[src/rtl/assert_macros.svh]
// Assertion macros for the RTL of the tick scheduler.
// No dependencies; define NO_ASSERTIONS to compile the checks out.
`ifndef ASSERT_MACROS_SVH
`define ASSERT_MACROS_SVH

`ifndef NO_ASSERTIONS
// Check that a condition holds at every clock edge out of reset.
`define ASSERT_ALWAYS(lbl, clk, rstn, cond) \
	lbl: assert property (@(posedge clk) disable iff (!(rstn)) (cond)) \
		else $error("assertion failed");
// Check that a condition at one edge implies another at the same edge.
`define ASSERT_IMPLIES(lbl, clk, rstn, ante, cons) \
	lbl: assert property (@(posedge clk) disable iff (!(rstn)) (ante) |-> (cons)) \
		else $error("assertion failed");
// Check that a condition at one edge implies another at the next edge.
`define ASSERT_NEXT(lbl, clk, rstn, ante, cons) \
	lbl: assert property (@(posedge clk) disable iff (!(rstn)) (ante) |=> (cons)) \
		else $error("assertion failed");
`else
`define ASSERT_ALWAYS(lbl, clk, rstn, cond)
`define ASSERT_IMPLIES(lbl, clk, rstn, ante, cons)
`define ASSERT_NEXT(lbl, clk, rstn, ante, cons)
`endif

`endif

[src/rtl/fpts_pkg.sv]
// Constants and types of the fixed-priority tick scheduler.
// No dependencies.
`default_nettype none
package fpts_pkg;
	localparam int MAX_TASKS    = 16;
	localparam int TASK_BITS    = $clog2(MAX_TASKS);
	localparam int CNT_BITS     = $clog2(MAX_TASKS + 1);
	localparam int TIME_BITS    = 16;
	localparam int NEXT_BITS    = TIME_BITS + 1;
	localparam int FIELD_BITS   = 16;
	localparam int BACKLOG_BITS = 24;
	localparam int CFG_BITS     = 16;
	localparam int REG_BITS     = 1;
	localparam int COUNT_BITS   = 5;

	// command codes
	localparam logic CMD_TICK  = 1'b0;
	localparam logic CMD_WRITE = 1'b1;

	// configuration register indexes
	localparam logic [REG_BITS-1:0] REG_TASK_COUNT  = 1'b0;
	localparam logic [REG_BITS-1:0] REG_HYPERPERIOD = 1'b1;

	typedef struct packed {
		logic [FIELD_BITS-1:0] period;
		logic [FIELD_BITS-1:0] work;
		logic [NEXT_BITS-1:0]  next_rel;
	} task_rec_t;
endpackage
`default_nettype wire

[src/rtl/fpts_ram.sv]
// Generic single-write, single-read RAM with a registered read port.
// No dependencies.
`default_nettype none
module fpts_ram #(
	parameter int WIDTH = 8,
	parameter int DEPTH = 16
) (
	input  wire logic                     clk,
	input  wire logic                     we,
	input  wire logic [$clog2(DEPTH)-1:0] waddr,
	input  wire logic [WIDTH-1:0]         wdata,
	input  wire logic [$clog2(DEPTH)-1:0] raddr,
	output logic      [WIDTH-1:0]         rdata
);
	logic [WIDTH-1:0] mem_q [DEPTH];
	logic [WIDTH-1:0] rdata_q;

	always_ff @(posedge clk) begin
		if (we) begin
			mem_q[waddr] <= wdata;
		end
		rdata_q <= mem_q[raddr];
	end

	assign rdata = rdata_q;
endmodule
`default_nettype wire

[src/rtl/fixed_priority_tick_scheduler.sv]
// Fixed-priority preemptive tick scheduler: task records and backlogs in two RAMs.
// Depends on fpts_pkg, fpts_ram and assert_macros.svh.
// A write request leaves busy low, so another request may follow directly.
// A tick request scans the tasks in use (n) through the RAM read port, one per cycle:
// busy stays high until the last entry is updated; the result is registered as busy falls, next request then.
// Reset: task_count 1, hyperperiod 65535, time 0, all backlogs zero (per-entry valid bits).
`default_nettype none
`include "assert_macros.svh"
module fixed_priority_tick_scheduler (
	input  wire logic                                 clk,
	input  wire logic                                 arst_n,
	input  wire logic                                 start,
	output logic                                      busy,
	input  wire logic                                 command,
	input  wire logic [fpts_pkg::TASK_BITS-1:0]       task_index,
	input  wire logic [fpts_pkg::FIELD_BITS-1:0]      period,
	input  wire logic [fpts_pkg::FIELD_BITS-1:0]      first_release,
	input  wire logic [fpts_pkg::FIELD_BITS-1:0]      exec_time,
	output logic                                      result_valid,
	output logic      [fpts_pkg::TIME_BITS-1:0]       tick_time,
	output logic                                      running_valid,
	output logic      [fpts_pkg::TASK_BITS-1:0]       running_task,
	output logic                                      schedule_done,
	output logic                                      schedulable,
	input  wire logic                                 cfg_we,
	input  wire logic [fpts_pkg::REG_BITS-1:0]        cfg_index,
	input  wire logic [fpts_pkg::CFG_BITS-1:0]        cfg_data
);
	localparam logic ST_IDLE = 1'b0;
	localparam logic ST_SCAN = 1'b1;
	localparam int   REC_BITS = $bits(fpts_pkg::task_rec_t);

	logic                                state_q;
	logic [fpts_pkg::COUNT_BITS-1:0]     task_count_q;
	logic [fpts_pkg::TIME_BITS-1:0]      hyperperiod_q;
	logic [fpts_pkg::TIME_BITS-1:0]      cur_time_q;
	logic [fpts_pkg::CNT_BITS-1:0]       rd_cnt_q;
	logic                                v_s1;
	logic [fpts_pkg::TASK_BITS-1:0]      idx_s1;
	logic                                active_q;
	logic                                chosen_q;
	logic [fpts_pkg::TASK_BITS-1:0]      chosen_idx_q;
	logic                                nz_q;
	logic [fpts_pkg::MAX_TASKS-1:0]      bl_valid_q;
	logic                                result_valid_q;
	logic [fpts_pkg::TIME_BITS-1:0]      tick_time_q;
	logic                                running_valid_q;
	logic [fpts_pkg::TASK_BITS-1:0]      running_task_q;
	logic                                schedule_done_q;
	logic                                schedulable_q;

	logic [fpts_pkg::CNT_BITS-1:0]       n_tasks;
	logic                                accept;
	logic                                wr_cmd;
	logic                                tick_cmd;
	logic                                issue;
	logic                                finish;
	logic [fpts_pkg::TIME_BITS-1:0]      time_next;
	logic                                done_next;

	fpts_pkg::task_rec_t                 rec_rd;
	fpts_pkg::task_rec_t                 rec_wr;
	fpts_pkg::task_rec_t                 rec_upd;
	logic [REC_BITS-1:0]                 rec_rdata;
	logic                                rec_we;
	logic [fpts_pkg::TASK_BITS-1:0]      rec_waddr;
	logic [fpts_pkg::BACKLOG_BITS-1:0]   bl_rdata;
	logic [fpts_pkg::BACKLOG_BITS-1:0]   bl_cur;
	logic [fpts_pkg::BACKLOG_BITS:0]     bl_sum;
	logic [fpts_pkg::BACKLOG_BITS-1:0]   bl_rel;
	logic [fpts_pkg::BACKLOG_BITS-1:0]   bl_new;
	logic                                release_hit;
	logic                                pick;
	logic                                bl_we;

	assign n_tasks  = (task_count_q > fpts_pkg::COUNT_BITS'(fpts_pkg::MAX_TASKS))
		? fpts_pkg::CNT_BITS'(fpts_pkg::MAX_TASKS) : fpts_pkg::CNT_BITS'(task_count_q);
	assign busy     = (state_q != ST_IDLE);
	assign accept   = start && !busy;
	assign wr_cmd   = accept && (command == fpts_pkg::CMD_WRITE);
	assign tick_cmd = accept && (command == fpts_pkg::CMD_TICK);
	assign issue    = (state_q == ST_SCAN) && (rd_cnt_q < n_tasks);
	assign finish   = (state_q == ST_SCAN) && !issue && !v_s1;

	// Per-entry update: release, then run the first task with backlog in index order.
	assign rec_rd      = fpts_pkg::task_rec_t'(rec_rdata);
	assign bl_cur      = bl_valid_q[idx_s1] ? bl_rdata : '0;
	assign release_hit = active_q && (rec_rd.next_rel == {1'b0, cur_time_q});
	assign bl_sum      = {1'b0, bl_cur}
		+ (release_hit ? (fpts_pkg::BACKLOG_BITS + 1)'(rec_rd.work) : '0);
	assign bl_rel      = bl_sum[fpts_pkg::BACKLOG_BITS] ? '1
		: bl_sum[fpts_pkg::BACKLOG_BITS-1:0];
	assign pick        = active_q && !chosen_q && (bl_rel != '0);
	assign bl_new      = pick ? bl_rel - fpts_pkg::BACKLOG_BITS'(1) : bl_rel;
	assign bl_we       = v_s1 && active_q;

	always_comb begin
		rec_upd          = rec_rd;
		rec_upd.next_rel = rec_rd.next_rel + fpts_pkg::NEXT_BITS'(rec_rd.period);
		rec_wr.period    = period;
		rec_wr.work      = exec_time;
		rec_wr.next_rel  = fpts_pkg::NEXT_BITS'(first_release);
		if (!wr_cmd) begin
			rec_wr = rec_upd;
		end
	end

	assign rec_we    = wr_cmd || (v_s1 && release_hit);
	assign rec_waddr = wr_cmd ? task_index : idx_s1;

	assign time_next = active_q ? cur_time_q + fpts_pkg::TIME_BITS'(1) : cur_time_q;
	assign done_next = (time_next >= hyperperiod_q);

	fpts_ram #(
		.WIDTH(REC_BITS),
		.DEPTH(fpts_pkg::MAX_TASKS)
	) u_rec_ram (
		.clk  (clk),
		.we   (rec_we),
		.waddr(rec_waddr),
		.wdata(rec_wr),
		.raddr(rd_cnt_q[fpts_pkg::TASK_BITS-1:0]),
		.rdata(rec_rdata)
	);

	fpts_ram #(
		.WIDTH(fpts_pkg::BACKLOG_BITS),
		.DEPTH(fpts_pkg::MAX_TASKS)
	) u_backlog_ram (
		.clk  (clk),
		.we   (bl_we),
		.waddr(idx_s1),
		.wdata(bl_new),
		.raddr(rd_cnt_q[fpts_pkg::TASK_BITS-1:0]),
		.rdata(bl_rdata)
	);

	always_ff @(posedge clk or negedge arst_n) begin
		if (!arst_n) begin
			state_q        <= ST_IDLE;
			task_count_q   <= fpts_pkg::COUNT_BITS'(1);
			hyperperiod_q  <= '1;
			cur_time_q     <= '0;
			rd_cnt_q       <= '0;
			v_s1           <= 1'b0;
			active_q       <= 1'b0;
			chosen_q       <= 1'b0;
			nz_q           <= 1'b0;
			bl_valid_q     <= '0;
			result_valid_q <= 1'b0;
		end else begin
			result_valid_q <= 1'b0;
			if (cfg_we) begin
				unique case (cfg_index)
					fpts_pkg::REG_TASK_COUNT: begin
						task_count_q <= cfg_data[fpts_pkg::COUNT_BITS-1:0];
					end
					fpts_pkg::REG_HYPERPERIOD: begin
						hyperperiod_q <= cfg_data[fpts_pkg::TIME_BITS-1:0];
					end
					default: begin
					end
				endcase
			end
			if (bl_we) begin
				bl_valid_q[idx_s1] <= 1'b1;
			end
			unique case (state_q)
				ST_IDLE: begin
					if (tick_cmd) begin
						state_q  <= ST_SCAN;
						rd_cnt_q <= '0;
						active_q <= (cur_time_q < hyperperiod_q);
						chosen_q <= 1'b0;
						nz_q     <= 1'b0;
					end
				end
				ST_SCAN: begin
					v_s1 <= issue;
					if (issue) begin
						rd_cnt_q <= rd_cnt_q + fpts_pkg::CNT_BITS'(1);
					end
					if (v_s1) begin
						if (pick) begin
							chosen_q <= 1'b1;
						end
						if (bl_new != '0) begin
							nz_q <= 1'b1;
						end
					end
					if (finish) begin
						state_q        <= ST_IDLE;
						cur_time_q     <= time_next;
						result_valid_q <= 1'b1;
					end
				end
				default: begin
					state_q <= ST_IDLE;
				end
			endcase
		end
	end

	// Payload registers: stage index, chosen task and result fields.
	always_ff @(posedge clk) begin
		if (issue) begin
			idx_s1 <= rd_cnt_q[fpts_pkg::TASK_BITS-1:0];
		end
		if (v_s1 && pick) begin
			chosen_idx_q <= idx_s1;
		end
		if (finish) begin
			tick_time_q     <= cur_time_q;
			running_valid_q <= chosen_q;
			running_task_q  <= chosen_q ? chosen_idx_q : '0;
			schedule_done_q <= done_next;
			schedulable_q   <= done_next && !nz_q;
		end
	end

	assign result_valid  = result_valid_q;
	assign tick_time     = tick_time_q;
	assign running_valid = running_valid_q;
	assign running_task  = running_task_q;
	assign schedule_done = schedule_done_q;
	assign schedulable   = schedulable_q;

	`ASSERT_NEXT(a_tick_goes_busy, clk, arst_n, tick_cmd, busy)
	`ASSERT_IMPLIES(a_strobe_when_idle, clk, arst_n, result_valid_q, !busy)
	`ASSERT_IMPLIES(a_stage_in_scan, clk, arst_n, v_s1, state_q == ST_SCAN)
	`ASSERT_IMPLIES(a_cnt_bound, clk, arst_n, busy, rd_cnt_q <= n_tasks)
	`ASSERT_IMPLIES(a_ran_in_use, clk, arst_n, result_valid_q && running_valid_q,
		fpts_pkg::CNT_BITS'(running_task_q) < n_tasks)
endmodule
`default_nettype wire
[config.mk]
export PLATFORM = sky130hd
export DESIGN_NAME = fixed_priority_tick_scheduler
export DESIGN_NICKNAME = d
export VERILOG_FILES = /design/src/rtl/fpts_pkg.sv /design/src/rtl/fpts_ram.sv /design/src/rtl/fixed_priority_tick_scheduler.sv
export VERILOG_INCLUDE_DIRS = /design/src /design/src/rtl
export SDC_FILE = /design/constraint.sdc
export NUM_CORES = 1
export LEC_CHECK = 0
export BUFFER_PORTS_ARGS = -buffer_cell sky130_fd_sc_hd__buf_2
export CORE_ASPECT_RATIO = 1.2
export CORE_MARGIN = 1.5
export CORE_UTILIZATION = 40
export DETAILED_ROUTE_END_ITERATION = 10
export PLACE_DENSITY = 0.6
export SLEW_MARGIN = 5
export SYNTH_ARGS = -nofsm -noshare
export SYNTH_HDL_FRONTEND = slang
export SYNTH_SLANG_ARGS = --single-unit
[constraint.sdc]
create_clock -name clk -period 15.75 [get_ports clk]
set_input_delay 2.3625 -clock clk [delete_from_list [all_inputs] [get_ports clk]]
set_output_delay 2.3625 -clock clk [all_outputs]
set_load 0.02 [all_outputs]
==> reports/summary.md, run 1 <==
* 89 — unique cell type count in the Yosys netlist
* 0 — remaining routing DRC violations
* 4828 — non-filler instance count after layout
* 70810 µm — detailed placement HPWL
* 13.68% — Layout area overhead
* 4 — total number of H-tree levels
* done — clock tree from TritonCTS
* 129200 µm — wire length after detailed routing
* 0.8937 — routability cong.
* 20.36 nW — leakage dissipation
* 7495 ps — Tmin final
* flop — element type at the critical path end
* mux4_1 > mux2_2 > nand2_2 > nand2_1 > and2_1 > ha_1 > a21o_1 > a22o_1 > o211ai_1 > and2_2 > nor3_2 > nor2_1 > ha_1 > inv_1 > nor2_1 > and4b_1 > nand4_2 > nand2_2 > nor4_1 > xor2_1 — critical-path cell list
* 27840 — number of global-route vias before repair
* 0 — count of instances resized after the clock tree is built
* 0 ps — setup tns final
* sky130_fd_sc_hd__clkbuf_16 — buffer cell driving the clock tree root
* 61230 µm² — post-route standard cell area excluding fillers
* 7920 ps — arrival time reported for the critical path endpoint
* 26810 — vias after detailed routing
* simple AND/OR/NAND/NOR gates — CP top delay family
* 800 ps — insertion delay to the later sink of the worst-skew pair
* 0 — final setup violating endpoints
* 56720 µm² — Placed Instance Area
* 26.75 µm — average wire length per cell after detail routing
* 47.47 ps — Fin Clk Skew
* 133700 µm² — core region area
* 25 — critical path peak fanout
* 0 — DRT antenna net count
* 8336 ps — worst setup slack after placement
* 1 — crit path buf inv count
* 19.21% — total global routing track utilization
* 17 — antenna violations before repair
* 40.28% — starting density of the core
* sky130_fd_sc_hd__xor2_1 — master of the slowest instance on the critical path
* 4.790% — Async S/R FF share, synth
* 47.58% — final worst-path cycle share
* 188600 µm — wire length of the first global-routing pass
* sky130_fd_sc_hd__edfxtp_1 — most instantiated flip-flop cell in the synthesis netlist
* false — RSZ-0062 raised after global routing
* 53860 µm² — post-synth design cell area
* sky130_fd_sc_hd__edfxtp_1, sky130_fd_sc_hd__mux4_2, sky130_fd_sc_hd__dfxtp_1, sky130_fd_sc_hd__dfrtp_1, sky130_fd_sc_hd__ha_1 — Synth area leaders
* flop to flop — category of the most critical setup path
* 1266 ps — slew at the pin closest to its max-slew limit
* 0 — Hold Vio Cnt, Final
* finished, final reports clean — status
* 2428 — Iter 0 DRT Violations
* 72.58% — share of synthesized area occupied by flip-flops and latches
* 0 — residual overflow from global routing
* 99 — number of top-level design ports
* 0.1747 mV — worst voltage drop across the vdd grid
* flop — sort of element at the start of the critical path
* 98 — port buffer count
* 4567 — number of cells after detailed placement
* 28.00% — layout cell share with drive strength beyond 1
* 8255 ps — post-layout worst setup margin
* 147 — Core Rows
* 1336 — synthesis-stage register bit count
* 405.0 µm — Die Height
* 7 — first drt pass iteration count
* 5.553 — number of vias per cell
* flop to flop — path class of the lowest-slack min-delay path
* 1336 — number of clock sinks
* 338.0 µm — Die W
* 19.58 µm² — average size of a mapped cell
* 15.59% — relative slew slack
* 60 ps — Reg clk slew, reported paths
* 0.1334 GHz — highest clock frequency the design can meet
* 0 — number of buffers inserted for hold repair after clock tree synthesis
* 138 — clock buffer count from CTS
* 205.2 nW/µm² — power density relative to cell area
* 1199 — EDFF count, synth
* 0 — number of violations of the max-capacitance limit
* 3 — buffer levels on the longest clock path
* 66.85% — area fraction of the dominant cell type after synthesis
* 16170 ps — critical path data required time
* 462.5 ps — Final Hold Slack
* 0 — buffer count from post-CTS setup fixing
* 153 — maximum number of pins on one net before global-route repair
* 0 — Max Slew Vio Count
* sky130_fd_sc_hd__edfxtp_1 — largest area contributor in the synthesized netlist
* 880 ps — peak per-stage delay on the critical path
* 0 — total of warnings raised by yosys
* 3066 — final net count
* 136900 µm² — die area
* 2897 — net count after synthesis
* 2750 — cell count after synthesis
routing by layer:
layer	vias to the layer above	track usage (%)	share of wire, %
met4	16	5.979	2.5
met2	786	31.84	50
met5	-	0	0.088
li1	11500	-	-
met1	14300	25.70	41
met3	209	3.532	6.1
cells by family (layout without fill, tap and decap cells):
kind of cell	count (synthesis)	in the layout	share of synthesized area [%]
AO/OA/AOI/OAI	197	197	2.530
other	0	4	0
adder cells (fa/ha/maj)	73	73	1.724
AND/OR/NAND/NOR	493	493	4.512
flip-flops	1336	1336	72.58
XOR/XNOR	88	88	1.431
multiplexers	395	395	15.96
buffers and inverters	168	454	1.266
state kept, by name (all words and copies together), names as in the netlist:
signal,count
busy,1
rd_cnt_q,5
schedulable,1
result_valid,1
u_backlog_ram.mem_q,384
v_s1,1
nz_q,1
chosen_idx_q,4
task_count_q,5
running_task,4
cur_time_q,16
idx_s1,4
u_backlog_ram.rdata,24
active_q,1
u_rec_ram.rdata,49
running_valid,1
chosen_q,1
schedule_done,1
u_rec_ram.mem_q,784
bl_valid_q,16
hyperperiod_q,16
tick_time,16
layout make-up:
type / instances / area [µm²]
clock buffer: 192 / 3809
tap: 1788 / 2237
clock inverter: 65 / 664.4
sequential: 1336 / 39100
multi-input combinational: 1246 / 14310
inverter: 43 / 161.4
fill: 11230 / 72490
antenna: 4 / 10.01
timing repair buffer: 154 / 935.9
Yosys cell counts (17+ instances only):
cell / instances
sky130_fd_sc_hd__a21o_1: 32
sky130_fd_sc_hd__nand3_1: 30
sky130_fd_sc_hd__nand4_1: 19
sky130_fd_sc_hd__a21oi_1: 51
sky130_fd_sc_hd__clkbuf_1: 85
sky130_fd_sc_hd__dfrtp_1: 47
sky130_fd_sc_hd__nand2_1: 184
sky130_fd_sc_hd__mux4_2: 365
sky130_fd_sc_hd__mux2_2: 22
sky130_fd_sc_hd__buf_1: 27
sky130_fd_sc_hd__ha_1: 71
sky130_fd_sc_hd__and2_1: 42
sky130_fd_sc_hd__edfxtp_1: 1199
sky130_fd_sc_hd__dfstp_2: 17
sky130_fd_sc_hd__xor2_1: 44
sky130_fd_sc_hd__inv_1: 43
sky130_fd_sc_hd__dfxtp_1: 73
sky130_fd_sc_hd__xnor2_1: 44
sky130_fd_sc_hd__nor3_1: 21
sky130_fd_sc_hd__o21ai_0: 29
sky130_fd_sc_hd__nor2_1: 96
placed cells by master (no fill, tap or decap), types with 8 or more instances in the layout:
cell type	n
sky130_fd_sc_hd__edfxtp_1	1199
sky130_fd_sc_hd__buf_4	54
sky130_fd_sc_hd__ha_1	71
sky130_fd_sc_hd__mux4_2	365
sky130_fd_sc_hd__nor2_4	16
sky130_fd_sc_hd__nand3_1	29
sky130_fd_sc_hd__nand2_1	184
sky130_fd_sc_hd__xnor2_1	41
sky130_fd_sc_hd__nor2_1	68
sky130_fd_sc_hd__and2_1	42
sky130_fd_sc_hd__dfrtp_1	43
sky130_fd_sc_hd__and3_1	15
sky130_fd_sc_hd__or2_2	16
sky130_fd_sc_hd__nor3_1	17
sky130_fd_sc_hd__bufinv_16	9
sky130_fd_sc_hd__mux2_2	22
sky130_fd_sc_hd__clkbuf_16	140
sky130_fd_sc_hd__o21ai_0	29
sky130_fd_sc_hd__buf_2	98
sky130_fd_sc_hd__inv_1	43
sky130_fd_sc_hd__a21oi_1	51
sky130_fd_sc_hd__nand4_1	19
sky130_fd_sc_hd__nor2_2	13
sky130_fd_sc_hd__clkbuf_8	11
sky130_fd_sc_hd__clkbuf_1	41
sky130_fd_sc_hd__dfxtp_1	73
sky130_fd_sc_hd__clkinv_2	22
sky130_fd_sc_hd__clkinv_1	16
sky130_fd_sc_hd__a21o_1	32
sky130_fd_sc_hd__a31oi_1	8
sky130_fd_sc_hd__dfstp_2	17
sky130_fd_sc_hd__xor2_1	44
report_power, final:
part / internal [W] / switching [W]
clock: 0.00185 / 0.00136
sequential: 0.00524 / 0.000333
combinational: 0.00148 / 0.00230
total: 0.00857 / 0.00399
final timing paths:
check,from,to,slack (ps),depth (start not counted)
min reg2reg,bl_valid_q[15],bl_valid_q[15],460,1
min in group asynchronous,arst_n,task_count_q[3],1820,2
max in group asynchronous,arst_n,rd_cnt_q[1],13250,2
min,bl_valid_q[15],bl_valid_q[15],460,1
max,idx_s1[2],u_backlog_ram.mem_q[3][18],8260,20
max reg2reg,idx_s1[2],u_backlog_ram.mem_q[3][18],8260,20
metrics by stage:
stage | total power [W] | utilization, %
6_report | 0.01256 | 45.79
5_1_grt | 0.01317 | 45.78
4_1_cts | 0.01268 | 45.76
3_5_place_dp | 0.009457 | 42.42
3_3_place_gp | 0.009305 | 42.42
2_1_floorplan | 0.008174 | -
No activity file was read; power rests on OpenSTA's default activity.
==> inputs of run 2 (changes only) <==
ABC_AREA = 1   (was not set)
clock period = 7.2 ns   (was 15.75 ns; I/O delays follow)
==> run 2 against run 1 <==
Net effect: critical path depth up 13; non-clock buffer count rose by 31; flip-flop and latch count unchanged; wire length up 18%; core utilization fell by 0.65 points; cell area rose by 1.3%; global-route usage grew 2.2 points; worst setup slack worse by 7200 ps; die area rose by 2.7%; worst hold slack improved by 7.2 ps; largest power group unchanged.
==> reports/summary.md, run 2 <==
* finished, final reports clean — status
* 3 — buffer levels on the longest clock path, unchanged
* 1050 ps — setup slack on the worst flop-to-flop path, -7200 ps
* flop to flop — category of the most critical setup path
* 342.6 µm — Die W, +1.4%
* 4.790% — Async S/R FF share, synth, unchanged
* 21.38% — total global routing track utilization, +2.2 points
* sky130_fd_sc_hd__edfxtp_1 — most instantiated flip-flop cell in the synthesis netlist
* 1052 ps — post-layout worst setup margin, -7204 ps
* 70.62% — share of synthesized area occupied by flip-flops and latches, -2.0 points
* 0 — remaining routing DRC violations, unchanged
* 1268 ps — slew at the pin closest to its max-slew limit, +1.503 ps
* 0 — total of warnings raised by yosys, unchanged
* 784 — number of flip-flops in the largest register, unchanged
* 0 — residual overflow from global routing, unchanged
* 0 ps — setup tns final, unchanged
* flop to flop — path class of the lowest-slack min-delay path
* 23 — critical path peak fanout, -8.0%
* sky130_fd_sc_hd__nand2_1 — cell seen most often among critical-path stages
* sky130_fd_sc_hd__edfxtp_1 — dominant cell by count in the synthesized netlist
* 140600 µm² — die area, +2.7%
* 10.46% — layout cell share with drive strength beyond 1, -18 points
* 5.528 — number of vias per cell, -0.45%
* 137400 µm² — core region area, +2.8%
* 86730 µm — detailed placement HPWL, +22%
* 65.05% — area fraction of the dominant cell type after synthesis, -1.8 points
* 21.87 nW — leakage dissipation, +7.4%
* sky130_fd_sc_hd__dfrtp_1 — master of the slowest instance on the critical path
* done — clock tree from TritonCTS
* 40.28% — starting density of the core, about the same
* 35620 — vias after detailed routing, +33%
* 6770 ps — arrival time reported for the critical path endpoint, -1150 ps
* 464.5 nW/µm² — power density relative to cell area, +130%
* 70 ps — Reg clk slew, reported paths, about the same
* 54 — unique cell type count in the Yosys netlist, -39%
* 430 ps — peak per-stage delay on the critical path, -450 ps
* 151900 µm — wire length after detailed routing, +18%
* 12230 — count of fill cells added during filler insertion, +8.9%
* 99 — number of top-level design ports, unchanged
* 0.3084 mV — worst voltage drop across the vdd grid, +77%
* sky130_fd_sc_hd__edfxtp_1, sky130_fd_sc_hd__nor2_1, sky130_fd_sc_hd__nand2_1, sky130_fd_sc_hd__o21ai_0, sky130_fd_sc_hd__o32ai_1 — Synth area leaders
* 14.92% — relative slew slack, -0.67 points
* 410.5 µm — Die Height, +1.4%
* 39.53 ps — Fin Clk Skew, -7.942 ps
* 55350 µm² — post-synth design cell area, +2.8%
* 2 — antenna violations before repair, -15
* flop — element type at the critical path end
* 121 — clock buffer count from CTS, -12%
* sky130_fd_sc_hd__edfxtp_1 — most common cell after layout, fill and taps aside
* 0 — number of violations of the max-capacitance limit, unchanged
* 0 — number of buffers inserted for hold repair after clock tree synthesis, unchanged
* sky130_fd_sc_hd__clkbuf_16 — buffer cell driving the clock tree root
* 33 — worst reg2reg path depth, +65%
* 3732 — Iter 0 DRT Violations, +54%
* 0.9135 — routability cong., +2.2%
* 789.5 ps — worst setup slack after placement, -7547 ps
* 85.39% — final worst-path cycle share, +38 points
* 4614 — net count after synthesis, +59%
* 0 — DRT antenna net count, unchanged
* 98 — port buffer count, unchanged
* 1199 — EDFF count, synth, unchanged
* 0 — count of instances resized after the clock tree is built, unchanged
* 12.06% — Layout area overhead
* 8 — first drt pass iteration count, +1
* 0 — Hold Vio Cnt, Final, unchanged
* 3 — total number of H-tree levels, -1
* 23.58 µm — average wire length per cell after detail routing, -12%
* 34780 — number of global-route vias before repair, +25%
* 740 ps — insertion delay to the later sink of the worst-skew pair, -60 ps
* 0 — Max Slew Vio Count, unchanged
* sky130_fd_sc_hd__edfxtp_1, sky130_fd_sc_hd__nor2_1, sky130_fd_sc_hd__nand2_1 — top cells by count, synth
* false — RSZ-0062 raised after global routing
* u_rec_ram.mem_q — Reg with most FFs
* flop — sort of element at the start of the critical path
* 1336 — synthesis-stage register bit count, unchanged
* 0 — final setup violating endpoints, unchanged
* 4669 — final net count, +52%
* 1336 — number of clock sinks, unchanged
* 0.1626 GHz — highest clock frequency the design can meet, +22%
* 0 — buffer count from post-CTS setup fixing, unchanged
* 4467 — cell count after synthesis, +62%
* sky130_fd_sc_hd__edfxtp_1, sky130_fd_sc_hd__nor2_1, sky130_fd_sc_hd__nand2_1, sky130_fd_sc_hd__o21ai_0, sky130_fd_sc_hd__inv_1 — most frequent cells in the layout
* 224300 µm — wire length of the first global-routing pass, +19%
* 12.39 µm² — average size of a mapped cell, -37%
* 6148 ps — Tmin final, -1346 ps
* 149 — Core Rows, +1.4%
* sky130_fd_sc_hd__edfxtp_1 — largest area contributor in the synthesized netlist
* 228 — maximum number of pins on one net before global-route repair, +49%
* 1 — depth of the worst hold-timing path, unchanged
* 7820 ps — critical path data required time, -8350 ps
run 2: final timing paths:
path / startpoint / end
max reg2reg: cur_time_q[0] / nz_q
max: cur_time_q[0] / nz_q
min reg2reg: bl_valid_q[15] / bl_valid_q[15]
min: bl_valid_q[15] / bl_valid_q[15]
min in group asynchronous: arst_n / bl_valid_q[5]
max in group asynchronous: arst_n / rd_cnt_q[0]
run 2: worst max-delay path, delay by kind of cell, from the launching register on:
kind,cells,cell delay (ps)
AND/OR/NAND/NOR,23,4040
AO/OA/AOI/OAI,4,620
flip-flops,1,430
adder cells (fa/ha/maj),2,520
buffers and inverters,4,390
run 2: cell type report:
type | count | area, µm² | area share (%)
sequential | 1336 | 39100 | 63.04
multi-input combinational | 2665 | 14710 | 23.71
clock buffer | 168 | 3349 | 5.400
tap | 1812 | 2267 | 3.655
timing repair buffer | 185 | 1269 | 2.046
inverter | 213 | 812.0 | 1.309
clock inverter | 62 | 515.5 | 0.8311
antenna | 2 | 5.005 | 0.008069
run 2: layer usage:
layer	track usage (%)	part of all wire [%]	up-vias
met3	2.236	5.0	225
li1	-	-	16350
met1	27.13	41	17950
met5	0	0	-
met4	7.675	3.5	0
met2	37.68	51	1095
run 2: metrics by stage:
step / hold slack [ps] / utilization (%) / cell area, µm² / total power [W] / instances
after floorplan: 439.4 / - / 55350 / 0.01883 / 4467
after global placement: 451.3 / 42.32 / 58140 / 0.02253 / 6211
after detailed placement: 453.1 / 42.32 / 58140 / 0.02261 / 6211
after CTS: 473.5 / 45.13 / 62010 / 0.02889 / 6441
after global routing: 481.8 / 45.14 / 62020 / 0.03030 / 6441
final: 469.6 / 45.14 / 62020 / 0.02881 / 6443
run 2: power by group:
group	internal (W)	switching (W)	total, W
clock	0.00350	0.00282	0.00631
sequential	0.0114	0.000624	0.0120
combinational	0.00284	0.00765	0.0105
total	0.0177	0.0111	0.0288
run 2: cells by family (layout without fill, tap and decap cells):
kind of cell / Yosys count / count (layout) / share of synthesized area, %
and+or+nand+nor: 1622 / 1622 / 12.04
AOI/OAI and AO/OA: 804 / 804 / 9.496
DFF: 1336 / 1336 / 70.62
other: 0 / 2 / 0
xor gates and xnor gates: 51 / 51 / 0.8070
muxes: 115 / 115 / 2.080
buffers and inverters: 466 / 628 / 3.275
adders and majority gates: 73 / 73 / 1.677
